File: src/rtl/core/pee_pkg.sv
// Shared types and constants for the postfix expression evaluator.
`timescale 1ns / 1ps

package pee_pkg;

    typedef logic [7:0] byte_t;
    typedef logic [2:0] op_t;
    typedef logic [1:0] err_t;

    localparam byte_t CH_PLUS  = 8'h2B;
    localparam byte_t CH_MINUS = 8'h2D;
    localparam byte_t CH_STAR  = 8'h2A;
    localparam byte_t CH_SLASH = 8'h2F;
    localparam byte_t CH_CARET = 8'h5E;
    localparam byte_t CH_ZERO  = 8'h30;
    localparam byte_t CH_SPACE = 8'h20;

    localparam op_t OP_ADD = 3'd0;
    localparam op_t OP_SUB = 3'd1;
    localparam op_t OP_MUL = 3'd2;
    localparam op_t OP_DIV = 3'd3;
    localparam op_t OP_POW = 3'd4;

    localparam err_t ERR_NONE      = 2'd0;
    localparam err_t ERR_DIV_ZERO  = 2'd1;
    localparam err_t ERR_UNDERFLOW = 2'd2;
    localparam err_t ERR_OVERFLOW  = 2'd3;

    // Shift control type used by each stack cell.
    typedef struct packed {
        logic push;
        logic pop;
    } cell_ctl_t;

    function automatic op_t op_of(input byte_t c);
        op_t o;
        o = OP_ADD;
        case (c)
            CH_PLUS:  o = OP_ADD;
            CH_MINUS: o = OP_SUB;
            CH_STAR:  o = OP_MUL;
            CH_SLASH: o = OP_DIV;
            CH_CARET: o = OP_POW;
            default:  o = OP_ADD;
        endcase
        return o;
    endfunction

endpackage

File: src/rtl/core/pee_cell.sv
// One byte-wide stack cell that shifts toward or away from the top.
`timescale 1ns / 1ps

module pee_cell (
    input  logic               aclk,
    input  pee_pkg::cell_ctl_t ctl,
    input  pee_pkg::byte_t     above_in,
    input  pee_pkg::byte_t     below_in,
    output pee_pkg::byte_t     q
);
    import pee_pkg::*;

    byte_t data_reg;

    always_ff @(posedge aclk) begin
        if (ctl.push) begin
            data_reg <= above_in;
        end else if (ctl.pop) begin
            data_reg <= below_in;
        end
    end

    assign q = data_reg;

endmodule

File: src/rtl/core/pee_alu.sv
// Arithmetic unit: add, subtract, multiply, divide and power on bytes; divide and power iterate.
`timescale 1ns / 1ps

module pee_alu (
    input  logic           aclk,
    input  logic           aresetn,
    input  logic           start,
    input  pee_pkg::op_t   op,
    input  pee_pkg::byte_t lhs,
    input  pee_pkg::byte_t rhs,
    output logic           done,
    output pee_pkg::byte_t result,
    output logic           div_zero
);
    import pee_pkg::*;

    localparam logic [1:0] A_IDLE = 2'd0;
    localparam logic [1:0] A_DIV  = 2'd1;
    localparam logic [1:0] A_POW  = 2'd2;

    logic [1:0] state_reg;
    logic       done_reg;
    logic       dz_reg;
    byte_t      res_reg;
    byte_t      acc_reg;
    byte_t      base_reg;
    byte_t      exp_reg;
    byte_t      dvd_reg;
    byte_t      dsr_reg;
    byte_t      rem_reg;
    logic [2:0] step_reg;
    logic       neg_reg;

    logic [8:0] rem_sh;
    logic       ge;
    byte_t      rem_next;
    byte_t      quo_next;
    byte_t      lhs_mag;
    byte_t      rhs_mag;
    logic [15:0] prod_ab;
    logic [15:0] prod_acc;
    logic [15:0] prod_sq;

    // Restoring division, one quotient bit per cycle.
    assign rem_sh   = {rem_reg, dvd_reg[7]};
    assign ge       = rem_sh >= {1'b0, dsr_reg};
    assign rem_next = ge ? 8'(rem_sh - {1'b0, dsr_reg}) : rem_sh[7:0];
    assign quo_next = {dvd_reg[6:0], ge};

    assign lhs_mag  = lhs[7] ? 8'(-lhs) : lhs;
    assign rhs_mag  = rhs[7] ? 8'(-rhs) : rhs;
    assign prod_ab  = lhs * rhs;
    assign prod_acc = acc_reg * base_reg;
    assign prod_sq  = base_reg * base_reg;

    always_ff @(posedge aclk) begin
        if (!aresetn) begin
            state_reg <= A_IDLE;
            done_reg  <= 1'b0;
        end else begin
            done_reg <= 1'b0;
            case (state_reg)
                A_IDLE: begin
                    if (start) begin
                        dz_reg <= 1'b0;
                        case (op)
                            OP_ADD: begin
                                res_reg  <= 8'(lhs + rhs);
                                done_reg <= 1'b1;
                            end
                            OP_SUB: begin
                                res_reg  <= 8'(lhs - rhs);
                                done_reg <= 1'b1;
                            end
                            OP_MUL: begin
                                res_reg  <= prod_ab[7:0];
                                done_reg <= 1'b1;
                            end
                            OP_DIV: begin
                                if (rhs == 8'd0) begin
                                    res_reg  <= 8'd0;
                                    dz_reg   <= 1'b1;
                                    done_reg <= 1'b1;
                                end else begin
                                    dvd_reg   <= lhs_mag;
                                    dsr_reg   <= rhs_mag;
                                    rem_reg   <= 8'd0;
                                    step_reg  <= 3'd0;
                                    neg_reg   <= lhs[7] ^ rhs[7];
                                    state_reg <= A_DIV;
                                end
                            end
                            OP_POW: begin
                                if (rhs[7]) begin
                                    // A negative exponent only survives for a base of one
                                    // or minus one.
                                    if (lhs == 8'h01) begin
                                        res_reg <= 8'h01;
                                    end else if (lhs == 8'hFF) begin
                                        res_reg <= rhs[0] ? 8'hFF : 8'h01;
                                    end else begin
                                        res_reg <= 8'd0;
                                    end
                                    done_reg <= 1'b1;
                                end else begin
                                    acc_reg   <= 8'd1;
                                    base_reg  <= lhs;
                                    exp_reg   <= rhs;
                                    state_reg <= A_POW;
                                end
                            end
                            default: begin
                                res_reg  <= 8'd0;
                                done_reg <= 1'b1;
                            end
                        endcase
                    end
                end
                A_DIV: begin
                    rem_reg  <= rem_next;
                    dvd_reg  <= quo_next;
                    step_reg <= step_reg + 3'd1;
                    if (step_reg == 3'd7) begin
                        res_reg   <= neg_reg ? 8'(-quo_next) : quo_next;
                        done_reg  <= 1'b1;
                        state_reg <= A_IDLE;
                    end
                end
                A_POW: begin
                    if (exp_reg == 8'd0) begin
                        res_reg   <= acc_reg;
                        done_reg  <= 1'b1;
                        state_reg <= A_IDLE;
                    end else begin
                        if (exp_reg[0]) begin
                            acc_reg <= prod_acc[7:0];
                        end
                        base_reg <= prod_sq[7:0];
                        exp_reg  <= {1'b0, exp_reg[7:1]};
                    end
                end
                default: state_reg <= A_IDLE;
            endcase
        end
    end

    assign done     = done_reg;
    assign result   = res_reg;
    assign div_zero = dz_reg;

endmodule

File: src/rtl/core/postfix_expression_evaluator_core.sv
// Top level of the postfix expression evaluator: cell-chain stack, sequencer and ALU.
`timescale 1ns / 1ps

// Evaluates a postfix expression fed one ASCII character per beat, with tlast on the
// final character; one result beat (value and error code) follows each expression.
// The operand stack is a chain of STACK_DEPTH byte cells with the top in the first
// cell: a push shifts every cell down by one, an operator writes its result into the
// first cell and shifts the rest up. Items are taken one at a time: a character is
// accepted in idle, then passes through execute and, for an operator with enough
// operands, a wait on the ALU, and ends in a finish state before ready returns. The
// ALU answers add, subtract, multiply, a divide by zero and a negative exponent
// without iterating; divide iterates per quotient bit, power per significant exponent bit.
// The final character waits in the finish state while the previous result beat is unread.
module postfix_expression_evaluator_core #(
    parameter int STACK_DEPTH = 16
) (
    input  logic        aclk,
    input  logic        aresetn,
    input  logic        s_tvalid,
    output logic        s_tready,
    input  logic [7:0]  s_tdata,   // [7:0] ch
    input  logic        s_tlast,
    output logic        m_tvalid,
    input  logic        m_tready,
    output logic [15:0] m_tdata    // [7:0] value, [9:8] error, [15:10] zero
);
    import pee_pkg::*;

    localparam int CNT_W = $clog2(STACK_DEPTH + 1);

    localparam logic [1:0] ST_IDLE = 2'd0;
    localparam logic [1:0] ST_EXEC = 2'd1;
    localparam logic [1:0] ST_WAIT = 2'd2;
    localparam logic [1:0] ST_FIN  = 2'd3;

    logic [1:0]     state_reg, state_next;
    logic [CNT_W-1:0] count_reg, count_next;
    err_t           err_reg, err_next;
    byte_t          ch_reg;
    logic           last_reg;
    logic           m_valid_reg, m_valid_next;
    byte_t          m_value_reg;
    err_t           m_err_reg;

    byte_t          cell_q [STACK_DEPTH];
    cell_ctl_t      cell_ctl [STACK_DEPTH];
    byte_t          top_in;

    logic           is_op;
    logic           is_space;
    logic           full;
    logic           enough;
    logic           push_go;
    logic           alu_start;
    logic           alu_done;
    byte_t          alu_res;
    logic           alu_dz;
    logic           emit;

    assign is_op    = ch_reg inside {CH_PLUS, CH_MINUS, CH_STAR, CH_SLASH, CH_CARET};
    assign is_space = ch_reg == CH_SPACE;
    assign full     = count_reg == CNT_W'(STACK_DEPTH);
    assign enough   = count_reg >= CNT_W'(2);
    assign push_go  = (state_reg == ST_EXEC) && !is_op && !is_space && !full;
    assign alu_start = (state_reg == ST_EXEC) && is_op && enough;
    assign emit     = (state_reg == ST_FIN) && last_reg && (!m_valid_reg || m_tready);

    pee_alu u_alu (
        .aclk     (aclk),
        .aresetn  (aresetn),
        .start    (alu_start),
        .op       (op_of(ch_reg)),
        .lhs      (cell_q[1]),
        .rhs      (cell_q[0]),
        .done     (alu_done),
        .result   (alu_res),
        .div_zero (alu_dz)
    );

    // The top cell takes either a new operand or the ALU result; the others shift.
    assign top_in = alu_done ? alu_res : 8'(ch_reg - CH_ZERO);

    genvar gi;
    generate
        for (gi = 0; gi < STACK_DEPTH; gi++) begin : g_cell
            if (gi == 0) begin : g_top
                assign cell_ctl[gi] = '{push: push_go || alu_done, pop: 1'b0};
                pee_cell u_cell (
                    .aclk     (aclk),
                    .ctl      (cell_ctl[gi]),
                    .above_in (top_in),
                    .below_in (cell_q[gi]),
                    .q        (cell_q[gi])
                );
            end else if (gi == STACK_DEPTH - 1) begin : g_bottom
                assign cell_ctl[gi] = '{push: push_go, pop: alu_done};
                pee_cell u_cell (
                    .aclk     (aclk),
                    .ctl      (cell_ctl[gi]),
                    .above_in (cell_q[gi-1]),
                    .below_in (cell_q[gi]),
                    .q        (cell_q[gi])
                );
            end else begin : g_mid
                assign cell_ctl[gi] = '{push: push_go, pop: alu_done};
                pee_cell u_cell (
                    .aclk     (aclk),
                    .ctl      (cell_ctl[gi]),
                    .above_in (cell_q[gi-1]),
                    .below_in (cell_q[gi+1]),
                    .q        (cell_q[gi])
                );
            end
        end
    endgenerate

    always_comb begin
        state_next   = state_reg;
        count_next   = count_reg;
        err_next     = err_reg;
        m_valid_next = m_valid_reg && !m_tready;
        case (state_reg)
            ST_IDLE: begin
                if (s_tvalid) begin
                    state_next = ST_EXEC;
                end
            end
            ST_EXEC: begin
                if (is_op) begin
                    if (enough) begin
                        state_next = ST_WAIT;
                    end else begin
                        if (err_reg == ERR_NONE) err_next = ERR_UNDERFLOW;
                        state_next = ST_FIN;
                    end
                end else if (is_space) begin
                    state_next = ST_FIN;
                end else begin
                    if (full) begin
                        if (err_reg == ERR_NONE) err_next = ERR_OVERFLOW;
                    end else begin
                        count_next = count_reg + CNT_W'(1);
                    end
                    state_next = ST_FIN;
                end
            end
            ST_WAIT: begin
                if (alu_done) begin
                    count_next = count_reg - CNT_W'(1);
                    if (alu_dz && err_reg == ERR_NONE) err_next = ERR_DIV_ZERO;
                    state_next = ST_FIN;
                end
            end
            ST_FIN: begin
                if (!last_reg) begin
                    state_next = ST_IDLE;
                end else if (emit) begin
                    m_valid_next = 1'b1;
                    count_next   = '0;
                    err_next     = ERR_NONE;
                    state_next   = ST_IDLE;
                end
            end
            default: state_next = ST_IDLE;
        endcase
    end

    always_ff @(posedge aclk) begin
        if (!aresetn) begin
            state_reg   <= ST_IDLE;
            count_reg   <= '0;
            err_reg     <= ERR_NONE;
            m_valid_reg <= 1'b0;
        end else begin
            state_reg   <= state_next;
            count_reg   <= count_next;
            err_reg     <= err_next;
            m_valid_reg <= m_valid_next;
        end
    end

    always_ff @(posedge aclk) begin
        if (s_tvalid && s_tready) begin
            ch_reg   <= s_tdata;
            last_reg <= s_tlast;
        end
        if (emit) begin
            // An empty stack reports zero and counts as underflow unless an error is held.
            m_value_reg <= (count_reg == '0) ? 8'd0 : cell_q[0];
            m_err_reg   <= (count_reg == '0 && err_reg == ERR_NONE) ? ERR_UNDERFLOW : err_reg;
        end
    end

    assign s_tready = state_reg == ST_IDLE;
    assign m_tvalid = m_valid_reg;
    assign m_tdata  = {6'd0, m_err_reg, m_value_reg};

endmodule

File: config.mk
export PLATFORM = sky130hd
export DESIGN_NAME = postfix_expression_evaluator_core
export DESIGN_NICKNAME = d
export VERILOG_FILES = /design/src/rtl/core/pee_pkg.sv /design/src/rtl/core/pee_cell.sv /design/src/rtl/core/pee_alu.sv /design/src/rtl/core/postfix_expression_evaluator_core.sv
export SDC_FILE = /design/constraint.sdc
export NUM_CORES = 1
export LEC_CHECK = 0
export BUFFER_PORTS_ARGS = -buffer_cell sky130_fd_sc_hd__clkbuf_2
export CAP_MARGIN = 0
export CORE_MARGIN = 5
export CORE_UTILIZATION = 55
export DETAILED_ROUTE_END_ITERATION = 8
export HOLD_SLACK_MARGIN = 0.12
export PLACE_DENSITY = 0.73
export SLEW_MARGIN = 5
export SYNTH_ARGS = -nofsm -noshare
export SYNTH_HDL_FRONTEND = slang
export SYNTH_SLANG_ARGS = --single-unit
File: constraint.sdc
create_clock -name aclk -period 6.53 [get_ports aclk]
set_input_delay 0.653 -clock aclk [delete_from_list [all_inputs] [get_ports aclk]]
set_output_delay 0.653 -clock aclk [all_outputs]
set_load 0.03 [all_outputs]
==> results of run 1 <==
layer usage:
layer,GRT usage [%],up-vias,wire [µm]
met5,0,-,0
met4,4.274,0,568
met3,3.227,47,1492
met2,31.59,228,12180
met1,28.84,4258,12280
li1,-,4390,-
through the flow:
step | worst slack (ns) | instances
2_1_floorplan | 1.646 | 1317
3_3_place_gp | 2.145 | 1608
3_5_place_dp | 2.060 | 1608
4_1_cts | 2.028 | 1652
5_1_grt | 1.838 | 1652
6_report | 2.021 | 1652
path summary, 6_finish.rpt:
check	from	to	slack [ns]	cells after the start
worst max-delay path	g_cell[0].g_top.u_cell.q[2]	u_alu.result[7]	2.02	14
worst min-delay path	s_tlast	last_reg	0.30	1
worst max register to register	g_cell[0].g_top.u_cell.q[2]	u_alu.result[7]	2.02	14
worst min register to register	g_cell[14].g_mid.u_cell.q[4]	g_cell[15].g_bottom.u_cell.q[4]	0.45	0
layout by cell type (no fill, tap or decap), drive strengths merged, types with 14 or more instances in the layout:
cell type / synthesis / final
nand2b: 14 / 14
nand2: 384 / 384
and2: 53 / 53
a21oi: 36 / 36
nor2: 53 / 53
mux2: 25 / 25
xnor2: 54 / 54
o21ai: 39 / 39
fa: 36 / 36
nor2b: 21 / 21
edfxtp: 207 / 207
inv: 95 / 95
xor2: 20 / 20
ha: 79 / 79
clkbuf: 35 / 55
a21o: 14 / 14
layout make-up:
cell class | instances | area (µm²)
clock buffer | 31 | 648.1
multi-input combinational | 942 | 6158
fill | 1999 | 9325
clock inverter | 13 | 71.32
timing repair buffer | 31 | 172.7
sequential | 220 | 6476
tap | 319 | 399.1
inverter | 96 | 361.6
report_power, final:
part	leakage [nW]	switching (mW)	total (mW)	internal (mW)
Clock	0.347	0.546	1.25	0.703
Combinational	3.57	1.56	2.61	1.05
Sequential	1.99	0.321	2.59	2.26
Total	5.90	2.43	6.45	4.02
worst max-delay path: stages (launching register included):
cell	delay [ns]
edfxtp_1	0.71
nand2_1	0.16
fa_1	0.43
fa_1	0.54
inv_1	0.05
fa_1	0.47
inv_1	0.05
fa_1	0.53
inv_1	0.04
ha_1	0.31
a21oi_1	0.17
xnor2_1	0.15
xnor2_1	0.15
o221ai_1	0.15
a211o_1	0.33
cell usage after synthesis, types with 7 or more instances:
cell type and n:
a21o_1 14, buf_6 12, nand2_1 384, edfxtp_1 207, xnor2_1 54, xor2_1 20
a21oi_1 36, nand2b_1 14, and2_1 52, fa_1 36, dfxtp_1 13, inv_1 94
nand3_1 7, ha_1 79, nor3_1 7, nor2b_1 21, nor2_1 53, mux2_2 25
clkbuf_1 34, o21ai_0 39
cell families after synthesis:
kind of cell / synth area share, %
adder cells (fa/ha/maj): 12.86
AO/OA/AOI/OAI: 6.598
flip-flops: 48.72
other: 0.02821
multiplexers: 2.569
XOR/XNOR: 4.875
buffers and inverters: 5.280
AND/OR/NAND/NOR: 19.08
==> impl_metrics.env, run 1 <==
export IMPL_status="completed"
export IMPL_clk_path_buf_depth=3
export IMPL_diodes=0
export IMPL_grt_pass1_vias=8744
export IMPL_syn2layout_area_growth_pct=7.473
export IMPL_finalSetupViolations=0
export IMPL_wirelength_mm=26.52
export IMPL_power_density_nw_per_um2=451.2
export IMPL_ys_types=68
export IMPL_ys_warn_count=0
export IMPL_drc=0
export IMPL_clk_pin_slew_ns=0.06
export IMPL_die_h_um=165.5
export IMPL_place_area_um2=13570
export IMPL_fin_util_pct=60.51
export IMPL_htreeDepth=1
export IMPL_grt_overflow_total=0
export IMPL_boundaryPins=31
export IMPL_nNetsFinal=1444
export IMPL_die_w_um=165.5
export IMPL_max_slew_margin_rel_pct=22.45
export IMPL_globalplace_congestion=0.8826
export IMPL_grt_max_degree=82
export IMPL_largest_reg_flops=112
export IMPL_finalHoldViolations=0
export IMPL_p_leak_nw=5.904
export IMPL_total_power_mw=6.447
export IMPL_synth_top_area_share_pct=46.76
export IMPL_worstSetupStartpointType="flop"
export IMPL_port_buffers=24
export IMPL_antenna_left=0
export IMPL_async_flop_share_pct=0
export IMPL_cts_sinks=220
export IMPL_antenna_found_initial=0
export IMPL_fin_tns_setup_ns=0
export IMPL_worstHoldPathType="input port to flop"
export IMPL_worst_pin_slew_ns=1.156
export IMPL_max_cap_viol_count=0
export IMPL_first_iter_violations=874
export IMPL_fmax_mhz=221.8
export IMPL_critPathMaxFanout=14
export IMPL_hpwl_mm=18.14
export IMPL_syn_area_um2=13290
export IMPL_rows=56
export IMPL_via_per_inst=5.401
export IMPL_initial_core_util_pct=56.30
export IMPL_syn_avg_cell_area_um2=10.15
export IMPL_post_cts_buffers=0
export IMPL_die_area_um2=27380
export IMPL_cts_buffers=25
export IMPL_cts_hold_buf=0
export IMPL_skew_ns=0.01101
export IMPL_crit_required_ns=6.80
export IMPL_drtPass1Iterations=5
export IMPL_period_share_pct=69.06
export IMPL_drv_slew=0
export IMPL_cts_tree="done"
export IMPL_synth_top_cell_by_area="edfxtp_1"
export IMPL_drive_gt1_share_pct=7.052
export IMPL_syn_inst=1310
export IMPL_ys_ff_latch=220
export IMPL_ys_flop_type="edfxtp_1"
export IMPL_synth_seq_area_share_pct=48.72
export IMPL_vdd_drop_max_uv=324.2
export IMPL_core_area_um2=23610
export IMPL_synth_area_top_cells="edfxtp_1 47%, nand2_1 11%, ha_1 7.4%"
export IMPL_grt_pass1_wl_mm=43.77
export IMPL_grtUsageTotal_pct=19.79
export IMPL_end_kind="flop"
export IMPL_rsz0062_at_grt="false"
export IMPL_clkLatencyLatePin_ns=0.53
export IMPL_whs_ns=0.2983
export IMPL_layout_min_cycle_time_ns=4.509
export IMPL_via_count=8923
export IMPL_fin_area_um2=14290
export IMPL_wire_per_inst_um=16.05
export IMPL_worstSetupPathType="flop to flop"
export IMPL_clock_root_buffer="clkbuf_16"
export IMPL_synth_edf_count=207
export IMPL_ctsResizeCount=0
export IMPL_critPathArrivalTime_ns=4.78
Power figures use the tool's default switching activity.
==> inputs of run 2 (changes only) <==
ABC_AREA = 1   (was unset)
clock period = 4.75 ns   (was 6.53 ns; I/O delays follow)
==> run 2 against run 1 <==
Effect of this change: clock power increased by 51%; first-iteration DRC count decreased by 13%; count of clock-buffer cells in the layout decreased by 4; die area increased by 2.1%; maximum frequency increased by 2.7%; register-to-register slack got worse by 1.7 ns; final cell count increased by 16%; worst setup slack got worse by 1.7 ns; routed wire length increased by 7.3%; clock skew decreased by 0.0029 ns; non-clock buffer count increased by 9; combinational power increased by 36%; largest cell class unchanged.
==> impl_metrics.env, run 2 <==
export IMPL_status="completed"
export IMPL_die_w_um=167.2
export IMPL_synth_area_top_cells="edfxtp_1 46%, nand2_1 15%, ha_1 7.3%"
export IMPL_cp_cell_sequence="nand2_1 -> fa_1 -> fa_1 -> inv_1 -> fa_1 -> inv_1 -> fa_1 -> inv_1 -> ha_1 -> nand3_1 -> nand3_1 -> nand2_1 -> nand2_1 -> nand2_1 -> inv_1 -> nor2_1 -> nand3_1 -> nand3_1 -> nand3_1 -> nand2_1 -> nand2_1"
export IMPL_drive_gt1_share_pct=6.101
export IMPL_largest_reg_flops=112
export IMPL_worstSetupStartpointType="flop"
export IMPL_layout_min_cycle_time_ns=4.389
export IMPL_syn_inst=1567
export IMPL_power_density_nw_per_um2=598.4
export IMPL_grt_overflow_total=0
export IMPL_wire_per_inst_um=14.87
export IMPL_cts_hold_buf=0
export IMPL_fin_util_pct=60.58
export IMPL_grt_pass1_vias=9919
export IMPL_ys_warn_count=0
export IMPL_syn2layout_area_growth_pct=8.366
export IMPL_synth_edf_count=207
export IMPL_grt_pass1_wl_mm=47.74
export IMPL_period_share_pct=92.39
export IMPL_async_flop_share_pct=0
export IMPL_clk_path_buf_depth=3
export IMPL_wirelength_mm=28.45
export IMPL_ys_types=47
export IMPL_syn_area_um2=13600
export IMPL_clkLatencyLatePin_ns=0.52
export IMPL_yosysMostFrequentCell="nand2_1"
export IMPL_initial_core_util_pct=55.90
export IMPL_final_setup_worst_slack_ns=0.3613
export IMPL_synth_top_area_share_pct=45.72
export IMPL_boundaryPins=31
export IMPL_finalHoldViolations=0
export IMPL_globalplace_congestion=0.9597
export IMPL_drtPass1Iterations=5
export IMPL_clock_root_buffer="clkbuf_16"
export IMPL_vdd_drop_max_uv=400.3
export IMPL_clk_pin_slew_ns=0.06
export IMPL_htreeDepth=1
export IMPL_ys_ff_latch=220
export IMPL_rsz0062_at_grt="false"
export IMPL_synth_common_cells="557 x nand2_1, 225 x inv_1, 207 x edfxtp_1"
export IMPL_nNetsFinal=1701
export IMPL_most_common_layout_cells="556 x nand2_1, 225 x inv_1, 207 x edfxtp_1"
export IMPL_via_count=10120
export IMPL_hpwl_mm=20.38
export IMPL_diodes=0
export IMPL_drc=0
export IMPL_post_cts_buffers=0
export IMPL_cts_buffers=24
export IMPL_die_area_um2=27960
export IMPL_fin_tns_setup_ns=0
export IMPL_instances_no_fill=1914
export IMPL_total_power_mw=8.817
export IMPL_port_buffers=24
export IMPL_worstHoldPathType="input port to flop"
export IMPL_p_leak_nw=7.002
export IMPL_crit_path_frequent_cell="nand2_1"
export IMPL_end_kind="flop"
export IMPL_via_per_inst=5.287
export IMPL_cpPeakStageDelay_ns=0.57
export IMPL_crit_required_ns=5.01
export IMPL_cts_tree="done"
export IMPL_syn_avg_cell_area_um2=8.676
export IMPL_finalSetupViolations=0
export IMPL_ys_flop_type="edfxtp_1"
export IMPL_synth_seq_area_share_pct=47.63
export IMPL_cts_sinks=220
export IMPL_max_cap_viol_count=0
export IMPL_place_inst=1871
export IMPL_drv_slew=0
export IMPL_grtUsageTotal_pct=20.33
export IMPL_worst_pin_slew_ns=1.014
export IMPL_max_slew_margin_rel_pct=32.41
export IMPL_first_iter_violations=762
export IMPL_ctsResizeCount=0
export IMPL_worstSetupPathType="flop to flop"
export IMPL_grt_max_degree=105
export IMPL_core_area_um2=24320
export IMPL_skew_ns=0.008123
export IMPL_slowest_stage="edfxtp_1"
export IMPL_pre_cts_ws_ns=0.4103
export IMPL_fmax_mhz=227.9
export IMPL_critPathArrivalTime_ns=4.65
export IMPL_antenna_left=0
export IMPL_antenna_found_initial=0
export IMPL_die_h_um=167.2
export IMPL_final_common_cell="nand2_1"
export IMPL_critPathMaxFanout=11
export IMPL_rows=57
export IMPL_synth_top_cell_by_area="edfxtp_1"
-- run 2: cell types whose count changed after synthesis, sizes merged, moves of 21 or more --
cell,change
nand2,+178
and2,-52
nor2b,-21
nand3,+43
mux2,-25
o21ai,+66
xnor2,-38
inv,+134
-- run 2: layer usage --
layer  up-vias  global-route usage, %  share of wire (%)  routed length, µm
met5         -                      0                  0                  0
li1       5026                      -                  -                  -
met2       286                  34.80                 48              13740
met4         0                  5.293                2.2                619
met3        45                  2.852                6.2               1751
met1      4763                  27.55                 43              12340
-- run 2: path summary, 6_finish.rpt --
path / from / slack [ns] / to / cells after the start
max: g_cell[0].g_top.u_cell.q[4] / 0.36 / u_alu.result[7] / 21
min: s_tlast / 0.14 / last_reg / 1
max reg2reg: g_cell[0].g_top.u_cell.q[4] / 0.36 / u_alu.result[7] / 21
min reg2reg: g_cell[14].g_mid.u_cell.q[5] / 0.46 / g_cell[15].g_bottom.u_cell.q[5] / 0
-- run 2: power by group --
part | switching (mW) | internal (mW)
combinational | 2.29 | 1.25
sequential | 0.354 | 3.03
clock | 0.769 | 1.12
-- run 2: metrics by stage --
step,hold slack [ns],cell area (µm²)
3_3_place_gp,0.4302,13940
3_5_place_dp,0.4373,13940
4_1_cts,0.1262,14730
5_1_grt,0.1354,14730
2_1_floorplan,0.4268,13620
6_report,0.1360,14730
-- run 2: cells by family (layout without fill, tap and decap cells) --
family / after synthesis / count (layout) / synth area share (%)
simple gates: 718 / 718 / 21.20
xor+xnor: 39 / 39 / 2.512
other cells: 1 / 8 / 0.02758
flops: 220 / 220 / 47.63
fa+ha+maj: 115 / 115 / 12.57
compound gates: 176 / 176 / 7.050
buf+inv: 298 / 314 / 9.001
-- run 2: area by class of cell --
| type | instances | area, µm² |
|---|---|---|
| tap | 324 | 405.4 |
| clock inverter | 16 | 155.1 |
| fill | 2134 | 9587 |
| inverter | 231 | 869.6 |
| multi-input combinational | 1056 | 5941 |
| clock buffer | 27 | 633.1 |
| sequential | 220 | 6476 |
| timing repair buffer | 40 | 252.7 |
-- run 2: worst max-delay path: cells and delay by family, from the launching register on --
kind	cells	cell delay (ns)
adders and majority gates	5	2.36
buffers and inverters	4	0.19
DFF	1	0.57
and+or+nand+nor	12	1.04
